--- src/tpdf_pkg.sv ---
// ----------------------------------------------------------------------------
// tpdf_pkg
// Types and constants shared by the touch debounce filter files.
// ----------------------------------------------------------------------------
`timescale 1ns / 1ps

package tpdf_pkg;

  localparam int unsigned COORD_W = 16;
  localparam int unsigned COUNT_W = 4;
  localparam int unsigned CFG_IDX_W = 1;

  localparam logic [CFG_IDX_W-1:0] CFG_IDX_PRESS   = 1'b0;
  localparam logic [CFG_IDX_W-1:0] CFG_IDX_RELEASE = 1'b1;

  localparam logic [COUNT_W-1:0] PRESS_CNT_RST   = 4'd3;
  localparam logic [COUNT_W-1:0] RELEASE_CNT_RST = 4'd3;

  typedef struct packed {
    logic [COORD_W-1:0] out_x;
    logic [COORD_W-1:0] out_y;
    logic               touch_active;
  } result_t;

  typedef struct packed {
    logic [COUNT_W-1:0] press_cnt;
    logic [COUNT_W-1:0] release_cnt;
  } cfg_t;

endpackage

--- src/tpdf_if.sv ---
// ----------------------------------------------------------------------------
// tpdf_if
// Valid/ready channels for raw touch samples and filtered results.
// ----------------------------------------------------------------------------
`timescale 1ns / 1ps

interface tpdf_sample_if;
  logic        valid;
  logic        ready;
  logic [15:0] raw_x;
  logic [15:0] raw_y;
  logic        raw_pressed;

  modport source (output valid, output raw_x, output raw_y, output raw_pressed,
                  input ready);
  modport sink (input valid, input raw_x, input raw_y, input raw_pressed,
                output ready);
endinterface

interface tpdf_result_if;
  logic        valid;
  logic        ready;
  logic [15:0] out_x;
  logic [15:0] out_y;
  logic        touch_active;

  modport source (output valid, output out_x, output out_y, output touch_active,
                  input ready);
  modport sink (input valid, input out_x, input out_y, input touch_active,
                output ready);
endinterface

--- src/tpdf_core.sv ---
// ----------------------------------------------------------------------------
// tpdf_core
// Press/release run counters, confirmed state and coordinate smoothing.
// Presents the updated held state as the result of the accepted word.
// ----------------------------------------------------------------------------
`timescale 1ns / 1ps

module tpdf_core
  import tpdf_pkg::*;
(
  input  logic               clk_i,
  input  logic               rst_ni,
  input  logic               accept_i,
  input  logic [COORD_W-1:0] raw_x_i,
  input  logic [COORD_W-1:0] raw_y_i,
  input  logic               raw_pressed_i,
  input  cfg_t               cfg_i,
  output result_t            result_o
);

  logic [COUNT_W-1:0] press_run_q, press_run_d;
  logic [COUNT_W-1:0] release_run_q, release_run_d;
  logic               pressed_q, pressed_d;
  logic [COORD_W-1:0] held_x_q, held_x_d;
  logic [COORD_W-1:0] held_y_q, held_y_d;

  function automatic logic [COORD_W-1:0] smooth(input logic [COORD_W-1:0] old_v,
                                                input logic [COORD_W-1:0] new_v);
    logic [COORD_W+1:0] sum;
    sum = ({2'b00, old_v} << 1) + {2'b00, old_v} + {2'b00, new_v} + 18'd2;
    return sum[COORD_W+1:2];
  endfunction

  always_comb begin
    press_run_d   = press_run_q;
    release_run_d = release_run_q;
    pressed_d     = pressed_q;
    held_x_d      = held_x_q;
    held_y_d      = held_y_q;
    if (raw_pressed_i) begin
      if (press_run_q < cfg_i.press_cnt) begin
        press_run_d = press_run_q + 4'd1;
      end
      release_run_d = '0;
      if (!pressed_q && (press_run_d >= cfg_i.press_cnt)) begin
        pressed_d = 1'b1;
        held_x_d  = raw_x_i;
        held_y_d  = raw_y_i;
      end else if (pressed_q) begin
        held_x_d = smooth(held_x_q, raw_x_i);
        held_y_d = smooth(held_y_q, raw_y_i);
      end
    end else begin
      if (release_run_q < cfg_i.release_cnt) begin
        release_run_d = release_run_q + 4'd1;
      end
      press_run_d = '0;
      if (release_run_d >= cfg_i.release_cnt) begin
        pressed_d = 1'b0;
      end
    end
  end

  always_ff @(posedge clk_i or negedge rst_ni) begin
    if (!rst_ni) begin
      press_run_q   <= '0;
      release_run_q <= '0;
      pressed_q     <= 1'b0;
      held_x_q      <= '0;
      held_y_q      <= '0;
    end else if (accept_i) begin
      press_run_q   <= press_run_d;
      release_run_q <= release_run_d;
      pressed_q     <= pressed_d;
      held_x_q      <= held_x_d;
      held_y_q      <= held_y_d;
    end
  end

  assign result_o.out_x        = held_x_d;
  assign result_o.out_y        = held_y_d;
  assign result_o.touch_active = pressed_d;

endmodule

--- src/touch_press_debounce_filter_top.sv ---
// ----------------------------------------------------------------------------
// touch_press_debounce_filter_top
// Touch press debounce with IIR coordinate smoothing.
// ----------------------------------------------------------------------------
// Takes one raw sample word per cycle and returns one registered result word
// per sample. The debounce counters and 3:1 smoothing update are combinational,
// so the rate is one word per clock while ready is high. A two-word output
// buffer (result register plus skid register) lets a sample be taken while a
// result is stalled; input ready drops only when both are full. Thresholds are
// written via cfg_we_i/cfg_idx_i/cfg_data_i, by the user only while the block
// is idle (unchecked); index 0 is the press count, index 1 the release count.
`timescale 1ns / 1ps

module touch_press_debounce_filter_top
  import tpdf_pkg::*;
(
  input  logic                 clk_i,
  input  logic                 rst_ni,
  input  logic                 cfg_we_i,
  input  logic [CFG_IDX_W-1:0] cfg_idx_i,
  input  logic [COUNT_W-1:0]   cfg_data_i,
  tpdf_sample_if.sink          sample_i,
  tpdf_result_if.source        result_o
);

  cfg_t    cfg_q;
  result_t res;
  result_t out_q;
  result_t skid_q;
  logic    out_valid_q;
  logic    skid_valid_q;
  logic    accept;
  logic    out_free;

  assign sample_i.ready = !skid_valid_q;
  assign accept         = sample_i.valid && !skid_valid_q;
  assign out_free       = !out_valid_q || result_o.ready;

  always_ff @(posedge clk_i or negedge rst_ni) begin
    if (!rst_ni) begin
      cfg_q.press_cnt   <= PRESS_CNT_RST;
      cfg_q.release_cnt <= RELEASE_CNT_RST;
    end else if (cfg_we_i) begin
      unique case (cfg_idx_i)
        CFG_IDX_PRESS:   cfg_q.press_cnt   <= cfg_data_i;
        CFG_IDX_RELEASE: cfg_q.release_cnt <= cfg_data_i;
        default: ;
      endcase
    end
  end

  tpdf_core u_core (
    .clk_i         (clk_i),
    .rst_ni        (rst_ni),
    .accept_i      (accept),
    .raw_x_i       (sample_i.raw_x),
    .raw_y_i       (sample_i.raw_y),
    .raw_pressed_i (sample_i.raw_pressed),
    .cfg_i         (cfg_q),
    .result_o      (res)
  );

  always_ff @(posedge clk_i or negedge rst_ni) begin
    if (!rst_ni) begin
      out_valid_q  <= 1'b0;
      skid_valid_q <= 1'b0;
    end else if (out_free) begin
      if (skid_valid_q) begin
        out_valid_q  <= 1'b1;
        skid_valid_q <= 1'b0;
      end else begin
        out_valid_q <= accept;
      end
    end else if (accept) begin
      skid_valid_q <= 1'b1;
    end
  end

  always_ff @(posedge clk_i) begin
    if (out_free) begin
      if (skid_valid_q) begin
        out_q <= skid_q;
      end else if (accept) begin
        out_q <= res;
      end
    end else if (accept) begin
      skid_q <= res;
    end
  end

  assign result_o.valid        = out_valid_q;
  assign result_o.out_x        = out_q.out_x;
  assign result_o.out_y        = out_q.out_y;
  assign result_o.touch_active = out_q.touch_active;

endmodule
--- src/flat_wrapper.sv ---
// flat-port wrapper written by rule: the top's interface ports become plain ports
module touch_press_debounce_filter_top_flat import tpdf_pkg::*;
  (clk_i, rst_ni, cfg_we_i, cfg_idx_i, cfg_data_i, sample_i_valid, sample_i_raw_x, sample_i_raw_y, sample_i_raw_pressed, sample_i_ready, result_o_valid, result_o_out_x, result_o_out_y, result_o_touch_active, result_o_ready);
  tpdf_sample_if sample_i_i ();
  tpdf_result_if result_o_i ();
  input  logic clk_i;
  input  logic rst_ni;
  input  logic cfg_we_i;
  input  logic [CFG_IDX_W-1:0] cfg_idx_i;
  input  logic [COUNT_W-1:0] cfg_data_i;
  input wire logic [$bits(sample_i_i.valid)-1:0] sample_i_valid;
  input wire logic [$bits(sample_i_i.raw_x)-1:0] sample_i_raw_x;
  input wire logic [$bits(sample_i_i.raw_y)-1:0] sample_i_raw_y;
  input wire logic [$bits(sample_i_i.raw_pressed)-1:0] sample_i_raw_pressed;
  output wire logic [$bits(sample_i_i.ready)-1:0] sample_i_ready;
  output wire logic [$bits(result_o_i.valid)-1:0] result_o_valid;
  output wire logic [$bits(result_o_i.out_x)-1:0] result_o_out_x;
  output wire logic [$bits(result_o_i.out_y)-1:0] result_o_out_y;
  output wire logic [$bits(result_o_i.touch_active)-1:0] result_o_touch_active;
  input wire logic [$bits(result_o_i.ready)-1:0] result_o_ready;
  assign sample_i_i.valid = sample_i_valid;
  assign sample_i_i.raw_x = sample_i_raw_x;
  assign sample_i_i.raw_y = sample_i_raw_y;
  assign sample_i_i.raw_pressed = sample_i_raw_pressed;
  assign sample_i_ready = sample_i_i.ready;
  assign result_o_valid = result_o_i.valid;
  assign result_o_out_x = result_o_i.out_x;
  assign result_o_out_y = result_o_i.out_y;
  assign result_o_touch_active = result_o_i.touch_active;
  assign result_o_i.ready = result_o_ready;
  touch_press_debounce_filter_top u_core (.clk_i(clk_i), .rst_ni(rst_ni), .cfg_we_i(cfg_we_i), .cfg_idx_i(cfg_idx_i), .cfg_data_i(cfg_data_i), .sample_i(sample_i_i), .result_o(result_o_i));
endmodule
--- config.mk ---
export PLATFORM = sky130hd
export DESIGN_NAME = touch_press_debounce_filter_top_flat
export DESIGN_NICKNAME = d
export VERILOG_FILES = /design/src/tpdf_pkg.sv /design/src/tpdf_if.sv /design/src/tpdf_core.sv /design/src/touch_press_debounce_filter_top.sv /design/src/flat_wrapper.sv
export SDC_FILE = /design/constraint.sdc
export NUM_CORES = 1
export LEC_CHECK = 0
export BUFFER_PORTS_ARGS = -buffer_cell sky130_fd_sc_hd__buf_4
export CORE_UTILIZATION = 30
export CTS_BUF_LIST = sky130_fd_sc_hd__clkbuf_2
export DETAILED_ROUTE_END_ITERATION = 8
export SYNTH_ARGS = -nofsm -noshare
export SYNTH_HDL_FRONTEND = slang
export SYNTH_HIERARCHICAL = 1
export SYNTH_SLANG_ARGS = --single-unit
--- constraint.sdc ---
create_clock -name clk_i -period 3.7 [get_ports clk_i]
set_input_delay 0.555 -clock clk_i [delete_from_list [all_inputs] [get_ports clk_i]]
set_output_delay 0.555 -clock clk_i [all_outputs]
set_load 0.01 [all_outputs]
Word level (Yosys, flattened, before mapping):

Index checks and enable logic that the tools add are counted.

* flip-flop bits (word level): 117
* output and inout bits: 35
* word-level logic and storage cells: 61

* add/sub/neg operators: 8
* $lt $le $gt $ge: 4
* muxes and demuxes: 20
* bitwise gates (word level): 2
* reduce and logical (&&, ||, !) cells: 12

Operators with widths (count)
* $mux 16: 6
* $mux 33: 2
* $add 17x16->18: 2
* $add 18x16->18: 2
* $add 18x2->18 const B: 2
* $mux 4: 6
* $add 4x1->4 const B: 2
* $ge 4x4->1: 2
* $lt 4x4->1: 2
* $reduce_and 2->1: 4
* $mux 1: 6
* $reduce_bool 2->1: 2
* $logic_not 1->1: 3
* $logic_and 1x1->1: 2
* $not 1->1: 2
* $logic_or 1x1->1: 1

Depth between registers and ports, before layout:

Gate-level depths: netlist of run 1.

* depth in word-level cells: 9
* depth in mapped cells: 16
* depth with buffers taken out: 15

Hierarchy:

Netlist of run 1, hierarchy kept.

By module, submodules not included
* tpdf_core: times used 1, cells each 621, area each 5296.3 um^2, sequential area each 1026.0 um^2
* touch_press_debounce_filter_top: times used 1, cells each 131, area each 2920.3 um^2, sequential area each 2237.1 um^2

Least setup slack after synthesis of run 1:

OpenSTA, ideal clock, no wires.

* kind: reg-to-reg
* from: register u_core/cfg_q[5] in the netlist's numbering
* to: register u_core.out_q, in the netlist u_core/result_o.out_x[10] (data pin)
* library setup time: 260 ps
* data arrival time: 3454 ps
* required time: 3440 ps
* setup slack: -14 ps
* cell stages (with the launch flop): 16
* clock period less this slack: 3714 ps
* cells stage by stage: dfstp_2 -> inv_1 -> ha_1 -> a21o_1 -> a21o_1 -> a21oi_2 -> mux2_2 -> ha_1 -> inv_1 -> o21ai_1 -> nand3_1 -> clkbuf_1 -> o22ai_1 -> a21oi_1 -> a311o_1 -> mux2_4

RTL lines
* start, declared: RTL line touch_press_debounce_filter_top.sv:26 `cfg_t cfg_q;`
* end signal, assigned: RTL line touch_press_debounce_filter_top.sv:82 `out_q <= skid_q;`
* end signal, assigned: RTL line touch_press_debounce_filter_top.sv:84 `out_q <= res;`
* end, declared: RTL line touch_press_debounce_filter_top.sv:28 `result_t out_q;`

==> results summary, run 1 <==
The total die area came out at 28100 um2. The fraction of registers with async set/reset came out at 43.6%. The clock transition at the registers of the reported paths is 0.22 ns. The end-of-flow core utilization came out at 38.0%. After detailed placement, the design holds a cell count of 1185. The mapped netlist covers 8220 um2. The synthesis-to-finish area growth is 24.2%. The top cell type's share of synthesized area is 24.1%. The initial core utilization came out at 30.6%.

The maximum number of buffers from clock root to sink is 2. The part of the Yosys area used for sequential elements is 39.7%. The finished layout cell area came out at 10200 um2. Along the worst path, the maximum fanout reaches 5. Once routing completed, OpenROAD measured the worst setup slack at -0.0118 ns. Global routing used 16.3% of the available tracks. The number of setup violations in the final report is 1. The count of unique library cells instantiated by Yosys came out at 70.

The total of warnings raised by yosys is 6. Counting every net in the synthesized netlist gives 875. The number of nets still failing antenna checks after routing is 0. The transition at the pin with the smallest max-transition slack came out at 0.784 ns. The number of placement rows is 60.

The share of cells above drive strength 1 is 32.4%. The wire length of the first global-routing pass is 35700 um. The H-tree depth came out at 4. The timing-limited maximum frequency came out at 0.269 GHz.

Across the run, the number of max-cap violations was 0. From bottom edge to top edge, the die measures 167 um. In this run the tightest slew margin relative to its limit is 47.8%. STA classifies the critical path startpoint as a flip-flop. The flop and latch count out of synthesis came out at 117. The number of antenna violations at the first check in global routing is 3. The placeable core area is 26900 um2.

Once layout is complete, the cells apart from fillers number 1242. Wires add up to 22600 um. The average instance area after synthesis is 10.9 um2. The clock insertion delay at the later pin of the skew report is 0.74 ns. For this run, the detailed router's first-pass iteration total came to 5. The most common cell in the synthesized netlist is edfxtp_1.

The most used flip-flop cell after synthesis is edfxtp_1. The filler cell count in the final layout is 2663. The flow ran to the end, but the final reports show violations. Data arrives at the worst endpoint at 4.23 ns. The aggregate negative setup slack is -0.0118 ns.

The number of sinks handled by clock tree synthesis came out at 117. The worst hold path begins at cfg_data_i[3]. The startpoint identified for the worst register-to-register timing path is u_core/cfg_q[5].

The path type of the worst min-delay path is in2reg. Dividing the final minimum period by the clock period gives 100%. For this design the top-level I/O count stands at 78. The residual DRC count came out at 0. The half-perimeter wire length after detailed placement is 15400 um. Routability-driven placement finished with a final weighted congestion of 0.832.

The final route contains 6632 vias. The checks that failed: setup timing. The number of max-slew violations in the final report was 0. TritonCTS built the clock tree. The critical path is of the reg2reg type. In the synthesized netlist, the cells that appear most often are 66 x edfxtp_1, 60 x o22ai_1, 54 x a21oi_1. The die boundary width is 167 um. The count of flip-flops with a built-in enable after synthesis came out at 66.

The final-report hold violation count was 0. For this run, the post-layout net count is 1009. The total overflow left after global routing is 0.

The worst clock skew is 0.0571 ns. Setup repair after global routing could not meet its margin everywhere. The detail-routed via count per cell came out at 5.34.

The instance count along the most critical hold path is 2. Port buffering added 77 buffers. The routed length per instance came out at 18.2 um.

The violation count after the first detailed-routing iteration is 541. Synthesis produced 752 cells. The total cell area at the placement stage came out at 9450 um2. The number of global-route vias before repair came out at 6473. The largest net degree at the start of global routing is 52.

The number of buffers created by CTS came out at 17. By area the synthesized netlist is led by edfxtp_1 24%, dfrtp_1 14%, ha_1 7.9%. The worst setup path is captured at a flip-flop. For the worst flop-to-flop path, the logic depth is 16.

The cell at the root of the clock tree is clkbuf_2. The biggest area contributor in the post-synthesis netlist is edfxtp_1. The endpoint required time on the critical path came out at 4.21 ns. Subtracting the final worst setup slack from the clock period gives 3.71 ns. The most critical setup path has its startpoint at u_core/cfg_q[5].
## logic make-up (layout without fill, tap and decap cells)
logic type	Yosys count	after routing	share of synthesized area [%]
and+or+nand+nor	143	143	8.21
adders and majority gates	80	80	14.7
muxes	53	53	8.41
other	0	2	0
DFF	117	117	39.7
buffers and inverters	64	211	3.67
AOI/OAI and AO/OA	267	267	22.3
xor gates and xnor gates	28	28	2.98
## flip-flops by register name (all words and copies together) (netlist names)
name and cells:
u_core/skid_valid_q 1, u_core/u_core/pressed_q 1, u_core/u_core/press_run_q 4, u_core/result_o.valid 1, u_core/skid_q 33, u_core/result_o.out_x 16
u_core/result_o.touch_active 1, u_core/cfg_q 8, u_core/u_core/held_y_q 16, u_core/result_o.out_y 16, u_core/u_core/held_x_q 16, u_core/u_core/release_run_q 4
## critical path, cell delays in order (launching register included)
cell and delay [ns]:
dfstp_2 0.58, inv_2 0.05, ha_4 0.20, a21o_1 0.15, a21o_1 0.22, a21oi_4 0.25, nand2_2 0.11, xnor2_2 0.16
ha_4 0.29, nor3_4 0.04, or2_1 0.25, buf_6 0.13, nor2_4 0.24, o21ai_1 0.18, a22oi_1 0.24, nand2_1 0.15
mux2_2 0.28
## placed cells by master (no fill, tap or decap), types with 24 or more instances in the layout
cell type and n:
buf_4 135, edfxtp_1 66, o22ai_1 55, ha_1 48
dfrtp_1 46, a21oi_1 46, nor2_1 44, nand2_1 39
mux2_4 30, fa_1 28, inv_1 24
## through the flow
| stage | hold WS, ns | setup slack (ns) |
|---|---|---|
| 3_5_place_dp | 0.500 | -0.174 |
| 5_1_grt | 0.00111 | -0.135 |
| 2_1_floorplan | 0.259 | 0.0183 |
| 4_1_cts | 0.0156 | 0.0316 |
| 6_report | 0.0732 | -0.0118 |
| 3_3_place_gp | 0.491 | -0.116 |
## final cells by class
cell class	instances	area, um2	share of cell area [%]
Multi-Input combinational cell	571	4890	47.9
Sequential cell	117	3260	32.0
Timing Repair Buffer	152	1240	12.1
Tap cell	341	427	4.18
Clock inverter	15	194	1.90
Inverter	27	101	0.993
Clock buffer	17	85.1	0.834
Antenna cell	2	5.00	0.0490
## routing by layer
| metal | track usage (%) | share of wire (%) | vias to the layer above |
|---|---|---|---|
| li1 | - | - | 3177 |
| met1 | 21.9 | 45 | 3218 |
| met2 | 26.5 | 47 | 211 |
| met3 | 3.92 | 6.4 | 24 |
| met4 | 3.87 | 1.1 | 2 |
| met5 | 0 | 0.075 | - |
## what timing repair did
action,in CTS,in global routing
buffers inserted,7,14
hold buffers,2,1
endpoints found under the setup margin,25,30
endpoints found under the hold margin,48,2
gates cloned,0,0
pin swaps,15,25
resized for setup,30,33
## final timing paths
path | end | slack (ns)
min in group asynchronous | u_core/u_core/held_x_q[2] | 0.39
setup / recovery | u_core/result_o.out_x[12] | -0.01
max in group asynchronous | u_core/u_core/held_x_q[15] | 2.75
hold reg to reg | u_core/cfg_q[3] | 0.54
setup reg to reg | u_core/result_o.out_x[12] | -0.01
hold / removal | u_core/cfg_q[3] | 0.07
Power of run 1 is not shown: default switching activity piles up to over one toggle a cycle in this logic, so the estimate is an artifact.
==> run 2: changes to the inputs <==
- REMOVE_ABC_BUFFERS: not set -> 1
==> run 2 against run 1 <==
The run now ends clean; cell count down 1.5%; maximum frequency grew 2.2%; setup slack gained 0.079 ns; clock skew grew 0.0031 ns; non-clock buffer count fell by 18; flip-flop and latch count did not move; wire length is 3.6% higher; first-iteration DRC count is 0.55% higher; die area stayed put; utilization decreased by 1.2 points; largest cell class unchanged; highest routed layer is now met4.
==> results summary, run 2 (synthesis results as in run 1) <==
The run finished with clean final reports. The stage delay of the slowest cell on the critical path is 0.57 ns (about the same). The final cycle utilization of the critical path came out at 98.2% (-2.1 points).

The highest fanout seen on the critical path is 5 (unchanged). The setup slack of the critical path after layout is 0.0671 ns (+0.0789 ns). The worst hold-check slack came out at 0.116 ns (+0.0433 ns). The count of maximum capacitance violations was 0 (unchanged). The total I/O pin count came out at 78 (unchanged). The number of buffers added on ports came out at 77 (unchanged).

Relative to the synthesized area, the layout overhead comes to 20.1%. The H-tree depth is 4 (unchanged). The endpoint required time on the critical path came out at 4.17 ns (-0.04 ns). The library cell used most frequently in the layout, excluding fill and tap cells, is buf_4.

The half-perimeter wire length after detailed placement came to 15800 um (+2.2%). The number of buffers created by CTS was 17 (unchanged). The total grt overflow is 0 (unchanged). The buffering stage count on the worst path with inverters included is 2 (unchanged). Grouping stages by cell kind, the critical path spends the most delay in simple AND/OR/NAND/NOR gates. The number of max-slew violations in the final report was 0 (unchanged). The violation count after the first detailed-routing iteration came out at 544 (+0.55%). The number of sinks handled by clock tree synthesis is 117 (unchanged). The number of placement rows came out at 60 (unchanged). The wire length reported by the detailed router came out at 23500 um (+3.6%). u_core/skid_q holds more flip-flops than any other register.

The clock insertion delay at the later pin of the skew report came out at 0.70 ns (-0.04 ns). The share of cells above drive strength 1 came out at 29.9% (-2.5 points). The residual DRC count is 0 (unchanged). The placeable core area is 26900 um2 (unchanged). The min-delay analysis places its worst path in the category in2reg. The routed length per instance is 19.2 um (+5.2%).

The worst setup path is captured at a flip-flop. The initial core utilization came out at 30.6% (unchanged). The top cell types in the final layout, fill and taps aside, are 129 x buf_4, 66 x edfxtp_1, 60 x o22ai_1.

The detail-routed via count per cell came out at 5.50 (+3.1%). The clock transition at the registers of the reported paths is 0.20 ns (-0.02 ns). The pre-CTS worst setup slack is -0.154 ns (+0.0195 ns). Setup repair after global routing could not meet its margin everywhere. The detailed-routed wire length on met2 came to 10600 um (-0.37%). The total die area is 28100 um2 (unchanged).

The maximum number of buffers from clock root to sink came out at 2 (unchanged). The number of nets still failing antenna checks after routing is 0 (unchanged). The worst clock skew is 0.0601 ns (+0.00306 ns). The count of vias placed by the detailed router came out at 6732 (+1.5%). The routability-driven placement congestion ratio is 0.868 (+4.4%).

The die boundary width came out at 167 um (unchanged). The wire length of the first global-routing pass is 36900 um (+3.4%). The worst setup path is launched from a flip-flop. After detailed routing, no signal wire sits above met4. CTS placed an instance of clkbuf_2 at the clock tree root.

The number of nets in the finished design was 991 (-1.8%). The number of antenna violations at the first check in global routing came out at 1 (-2). The critical path is of the reg2reg type.

The final critical path time including I/O delays and setup came out at 3.63 ns (-0.0789 ns). The met1 wire length came to 10800 um (+5.5%). Among all stages on the critical path, the largest delay is contributed by dfstp_2. The largest net degree at the start of global routing is 52 (unchanged). The final-report hold violation count is 0 (unchanged). The number of global-route vias before repair is 6633 (+2.5%). The number of setup violations in the final report is 0 (-1).

TritonCTS built the clock tree. The relative max-transition margin was 46.9% (-0.89 points). The overall track demand over capacity in global routing came out at 17.0% (+0.66 points). Traced cell by cell, the critical path runs through inv_2 -> ha_4 -> a21o_1 -> a21o_1 -> a21oi_4 -> nand2_2 -> xnor2_2 -> ha_1 -> nor3_2 -> or2_4 -> nor3_2 -> buf_4 -> a22oi_2 -> o22ai_1 -> or3_1 -> mux2_4. The transition at the pin with the smallest max-transition slack came to 0.795 ns (+0.0115 ns). The flip-flop count of the largest register, all copies and words added was 33 (unchanged). The detailed-routing iteration count for the pre-antenna-repair pass came to 5 (unchanged).

The timing-limited maximum frequency came out at 0.275 GHz (+2.2%). The filler cell count in the final layout came to 2696 (+1.2%). The met3 wirelength from detailed routing is 1480 um (+1.3%). The arrival time of the worst setup path came to 4.10 ns (-0.13 ns).

The vertical extent of the die is 167 um (unchanged).
## run 2: cell count changes in the layout (fill, tap and decap cells not counted), sizes merged, moves of 2 or more
cell,change
dlygate4sd3,-2
clkinv,+4
clkbuf,+3
inv,-7
buf,-16
## run 2: area by class of cell
type                            instances  area, um2  share of cell area [%]
Antenna cell                            1       2.50                  0.0254
Clock buffer                           20        100                    1.01
Multi-Input combinational cell        571       4830                    48.9
Inverter                               27        101                    1.03
Timing Repair Buffer                  134       1030                    10.5
Sequential cell                       117       3260                    33.1
Tap cell                              341        427                    4.32
Clock inverter                         12        116                    1.18
## run 2: final timing paths
kind	from	to	slack [ns]	cells past startpoint
setup / recovery	u_core/cfg_q[5]	u_core/result_o.out_x[6]	0.07	16
min in group asynchronous	rst_ni	u_core/u_core/held_y_q[1]	0.44	2
setup reg to reg	u_core/cfg_q[5]	u_core/result_o.out_x[6]	0.07	16
hold / removal	cfg_data_i[2]	u_core/cfg_q[6]	0.12	2
max in group asynchronous	rst_ni	u_core/skid_valid_q	2.68	2
hold reg to reg	u_core/skid_q[5]	u_core/result_o.out_y[4]	0.53	1
## run 2: routing by layer
metal	vias to the layer above	track usage, %
met5	-	0
met4	0	6.14
met3	39	3.69
met2	259	26.7
met1	3305	23.0
li1	3129	-
## run 2: through the flow
step / util, % / TNS [ns] / instance area, um2 / instances
6_report: 36.7 / 0 / 9870 / 1223
5_1_grt: 36.7 / -0.308 / 9870 / 1223
4_1_cts: 36.2 / 0 / 9730 / 1221
3_5_place_dp: 34.9 / -0.955 / 9380 / 1176
3_3_place_gp: 34.9 / -0.351 / 9380 / 1176
2_1_floorplan: - / -30.75 / 8020 / 715
## run 2: worst reg2reg max path, stage by stage (launching register included)
cell,delay (ns)
dfstp_2,0.57
inv_2,0.05
ha_4,0.20
a21o_1,0.17
a21o_1,0.20
a21oi_4,0.20
nand2_2,0.10
xnor2_2,0.15
ha_1,0.30
nor3_2,0.19
or2_4,0.20
nor3_2,0.05
buf_4,0.19
a22oi_2,0.14
o22ai_1,0.08
or3_1,0.40
mux2_4,0.28
## run 2: repair_timing
action,4_1_cts,5_1_grt
resized for setup,9,31
hold endpoints to repair,47,0
hold buffers,1,0
endpoints found under the setup margin,13,33
buffers inserted,12,1
pin swaps,7,22
Power of run 2 is left out for the same reason.
==> run 3: changes to the inputs <==
- SYNTH_HIERARCHICAL: 1 -> not set
==> run 3 against run 2 <==
Register-to-register slack barely moved; sequential share of layout area rose by 0.35 points; non-clock buffer count rose by 2; synthesized cell count rose by 3.5%; utilization rose by 0.74 points; first-iteration DRC count fell by 24%; critical path type unchanged; highest routed layer unchanged.
==> results summary, run 3 <==
The run finished with clean final reports. The synthesis-to-finish area growth is 22.5%. The wire length of the first global-routing pass is 35500 um (-3.9%). The routability-driven placement congestion ratio is 0.880 (+1.3%). The share of cells above drive strength 1 is 25.0% (-4.8 points). The number of global-route vias before repair is 6359 (-4.1%). The count of unique library cells instantiated by Yosys is 65 (-7.1%). The wire length reported by the detailed router is 23100 um (-1.5%).

The placeable core area is 26100 um2 (-3.0%). The number of buffers added on ports was 77 (unchanged). The relative max-transition margin came out at 31.0% (-16 points). The top cell type's share of synthesized area came to 24.9% (+0.75 points).

The area of the mapped netlist is 7970 um2 (-3.0%). The violation count after the first detailed-routing iteration is 412 (-24%). STA classifies the critical path startpoint as a flip-flop.

The buffering stage count on the worst path with inverters included is 2 (unchanged). The number of antenna violations at the first check in global routing is 1 (unchanged). The category of cells accounting for the largest share of critical-path delay is compound AO/OA/AOI/OAI gates. The last element of the critical path is u_core.result_o.out_y[11].

The worst setup path startpoint is u_core.cfg_q[5]. The final critical path time including I/O delays and setup was 3.65 ns (+0.0126 ns). The count of cells along the worst register-to-register path came out at 14 (-2). The number of max-slew violations in the final report is 0 (unchanged). The final cycle utilization of the critical path came out at 98.5% (+0.34 points). The count of maximum capacitance violations came out at 0 (unchanged). The clock transition at the registers of the reported paths is 0.22 ns (+0.02 ns).

The total die area was 27200 um2 (-3.0%). The top cell types in the final layout, fill and taps aside, are 125 x buf_4, 88 x nand2_1, 66 x edfxtp_1. The flip-flop count of the largest register, all copies and words added came out at 33 (unchanged).

The final-report hold violation count came to 0 (unchanged). The largest net degree at the start of global routing is 52 (unchanged). The most numerous cell in the Yosys netlist is nand2_1. The worst register-to-register path begins at u_core.cfg_q[5].

The stage delay of the slowest cell on the critical path came out at 0.56 ns (about the same). The initial core utilization came out at 30.6% (about the same). The half-perimeter wire length after detailed placement came out at 16100 um (+2.3%). The cell sitting at the root of the clock tree is a clkbuf_2.

For this run, the leading register cell type out of synthesis is edfxtp_1. The timing-limited maximum frequency is 0.274 GHz (-0.35%). The total grt overflow came out at 0 (unchanged). The number of sinks handled by clock tree synthesis came out at 117 (unchanged). The routed length per instance is 18.5 um (-3.7%).

The count of flip-flops with a built-in enable after synthesis came out at 66 (unchanged). The number of cells produced by synthesis came out at 778 (+3.5%). The number of setup violations in the final report came out at 0 (unchanged). The worst clock skew came out at 0.0341 ns (-0.0260 ns). The number of buffers created by CTS came to 17 (unchanged). In the post-synthesis netlist, the biggest area contributors are edfxtp_1 25%, dfrtp_1 15%, ha_1 8.0%. The residual DRC count is 0 (unchanged).

The part of the Yosys area used for sequential elements came out at 40.9% (+1.2 points). The detailed-routing iteration count for the pre-antenna-repair pass was 5 (unchanged). The total instance count after detailed placement is 1206 (+2.6%). The maximum number of buffers from clock root to sink is 2 (unchanged).

In this run the critical register-to-register path is captured at u_core.result_o.out_y[11]. The final non-filler cell total came out at 1251 (+2.3%). The cell depth of the worst setup path is 14 (-2). The number of nets still failing antenna checks after routing was 0 (unchanged).

Sorting the synthesized cells by how often they occur yields 88 x nand2_1, 66 x edfxtp_1, 62 x nor2_1. The largest total area in the synthesized netlist belongs to edfxtp_1. The overall track demand over capacity in global routing came to 17.5% (+0.45 points). The transition at the pin with the smallest max-transition slack is 1.04 ns (+0.240 ns). Counting flops per register, the top entry is u_core.skid_q.

The die boundary width is 165 um (-1.5%). The endpoint type of the worst setup path is a flip-flop. The critical path goes through inv_2 -> ha_4 -> a21o_1 -> a21o_1 -> a21oi_4 -> mux2_4 -> ha_4 -> a211o_1 -> a21o_4 -> buf_4 -> a31o_1 -> a211oi_4 -> a21oi_2 -> mux2_2. The total I/O pin count is 78 (unchanged). The path type of the worst min-delay path is in2reg. The fraction of registers with async set/reset came out at 43.6% (unchanged). Setup repair after global routing could not meet its margin everywhere. The number of placement rows came to 59 (-1.7%). The average instance area after synthesis came to 10.2 um2 (-6.2%). The H-tree depth is 4 (unchanged).

The number of nets in the finished design is 1024 (+3.3%). The endpoint required time on the critical path is 4.21 ns (+0.04 ns). The flop and latch count out of synthesis is 117 (unchanged). The arrival time of the worst setup path is 4.15 ns (+0.05 ns). The most frequent standard cell in the layout excluding fill and tap cells is buf_4.

The register-to-register path setup slack came to 0.05 ns (about the same). The detail-routed via count per cell is 5.30 (-3.6%). The highest fanout seen on the critical path is 6 (+1). The clock insertion delay at the later pin of the skew report is 0.72 ns (+0.02 ns). The largest individual stage delay along the critical path comes from the cell dfstp_2. The vertical extent of the die came out at 165 um (-1.5%). The count of vias placed by the detailed router is 6636 (-1.4%). The total of warnings raised by yosys came out at 0 (-6). TritonCTS built the clock tree. The critical path is of the reg2reg type.
## run 3: cell count changes after synthesis, sizes merged, moves of 6 or more
cell,before,now
o21ai,37,55
a22oi,12,6
nand2,41,89
o22ai,60,22
a211oi,7,13
mux2,47,28
xnor2,13,20
xor2,15,9
nor2,47,62
o221a,8,1
o31ai,1,11
a221o,7,13
## run 3: worst min path at each step
stage | to | from | cells after the start | slack [ns]
after floorplan | u_core.cfg_q[2] | rst_ni | 0 | 0.26
after global placement | u_core.cfg_q[2] | u_core.cfg_q[2] | 1 | 0.49
after detailed placement | u_core.cfg_q[2] | u_core.cfg_q[2] | 1 | 0.50
after CTS | u_core.cfg_q[3] | cfg_data_i[3] | 2 | 0.003
after global routing | u_core.cfg_q[1] | cfg_data_i[1] | 2 | 0.006
final | u_core.cfg_q[3] | cfg_data_i[3] | 2 | 0.07
## run 3: metal layers
layer  share of wire [%]  vias to the layer above  track usage, %
met5                   0                        -               0
met4                 2.2                        0            6.26
met3                 6.3                       50            3.77
met2                  47                      220            28.0
met1                  45                     3201            23.1
li1                    -                     3165               -
## run 3: what timing repair did
action / 4_1_cts / 5_1_grt
gates resized for setup: 10 / 16
pin swaps: 7 / 5
setup buffers: 2 / 6
endpoints found under the hold margin: 49 / 0
setup endpoints to repair: 18 / 40
cloned: 1 / 0
hold buffers: 3 / 0
## run 3: per-stage QoR
step	util, %	TNS, ns	area, um2	setup slack [ns]	hold slack [ns]
floorplan	-	-6.14	7840	-0.422	0.259
global placement	35.4	-0.179	9230	-0.0621	0.493
detailed placement	35.4	-0.509	9230	-0.118	0.498
CTS	37.0	0	9630	0.0391	0.00303
global route	37.5	-0.190	9760	-0.0533	0.00612
finish	37.5	0	9760	0.0545	0.0697
## run 3: layout make-up
cell class,count,area [um2]
Clock inverter,15,193
Antenna cell,1,2.50
Tap cell,335,419
Clock buffer,17,85.1
Sequential cell,117,3260
Inverter,30,113
Fill cell,2571,16300
Timing Repair Buffer,136,1110
Multi-Input combinational cell,600,4580
## run 3: kinds of logic after synthesis
| logic type | Yosys count | share of synthesized area, % |
|---|---|---|
| adder cells (fa/ha/maj) | 79 | 15.0 |
| buffers and inverters | 61 | 3.09 |
| XOR/XNOR | 29 | 3.19 |
| multiplexers | 34 | 4.71 |
| flip-flops | 117 | 40.9 |
| AND/OR/NAND/NOR | 201 | 11.0 |
| AO/OA/AOI/OAI | 257 | 22.0 |
Power of run 3 is left out for the same reason.
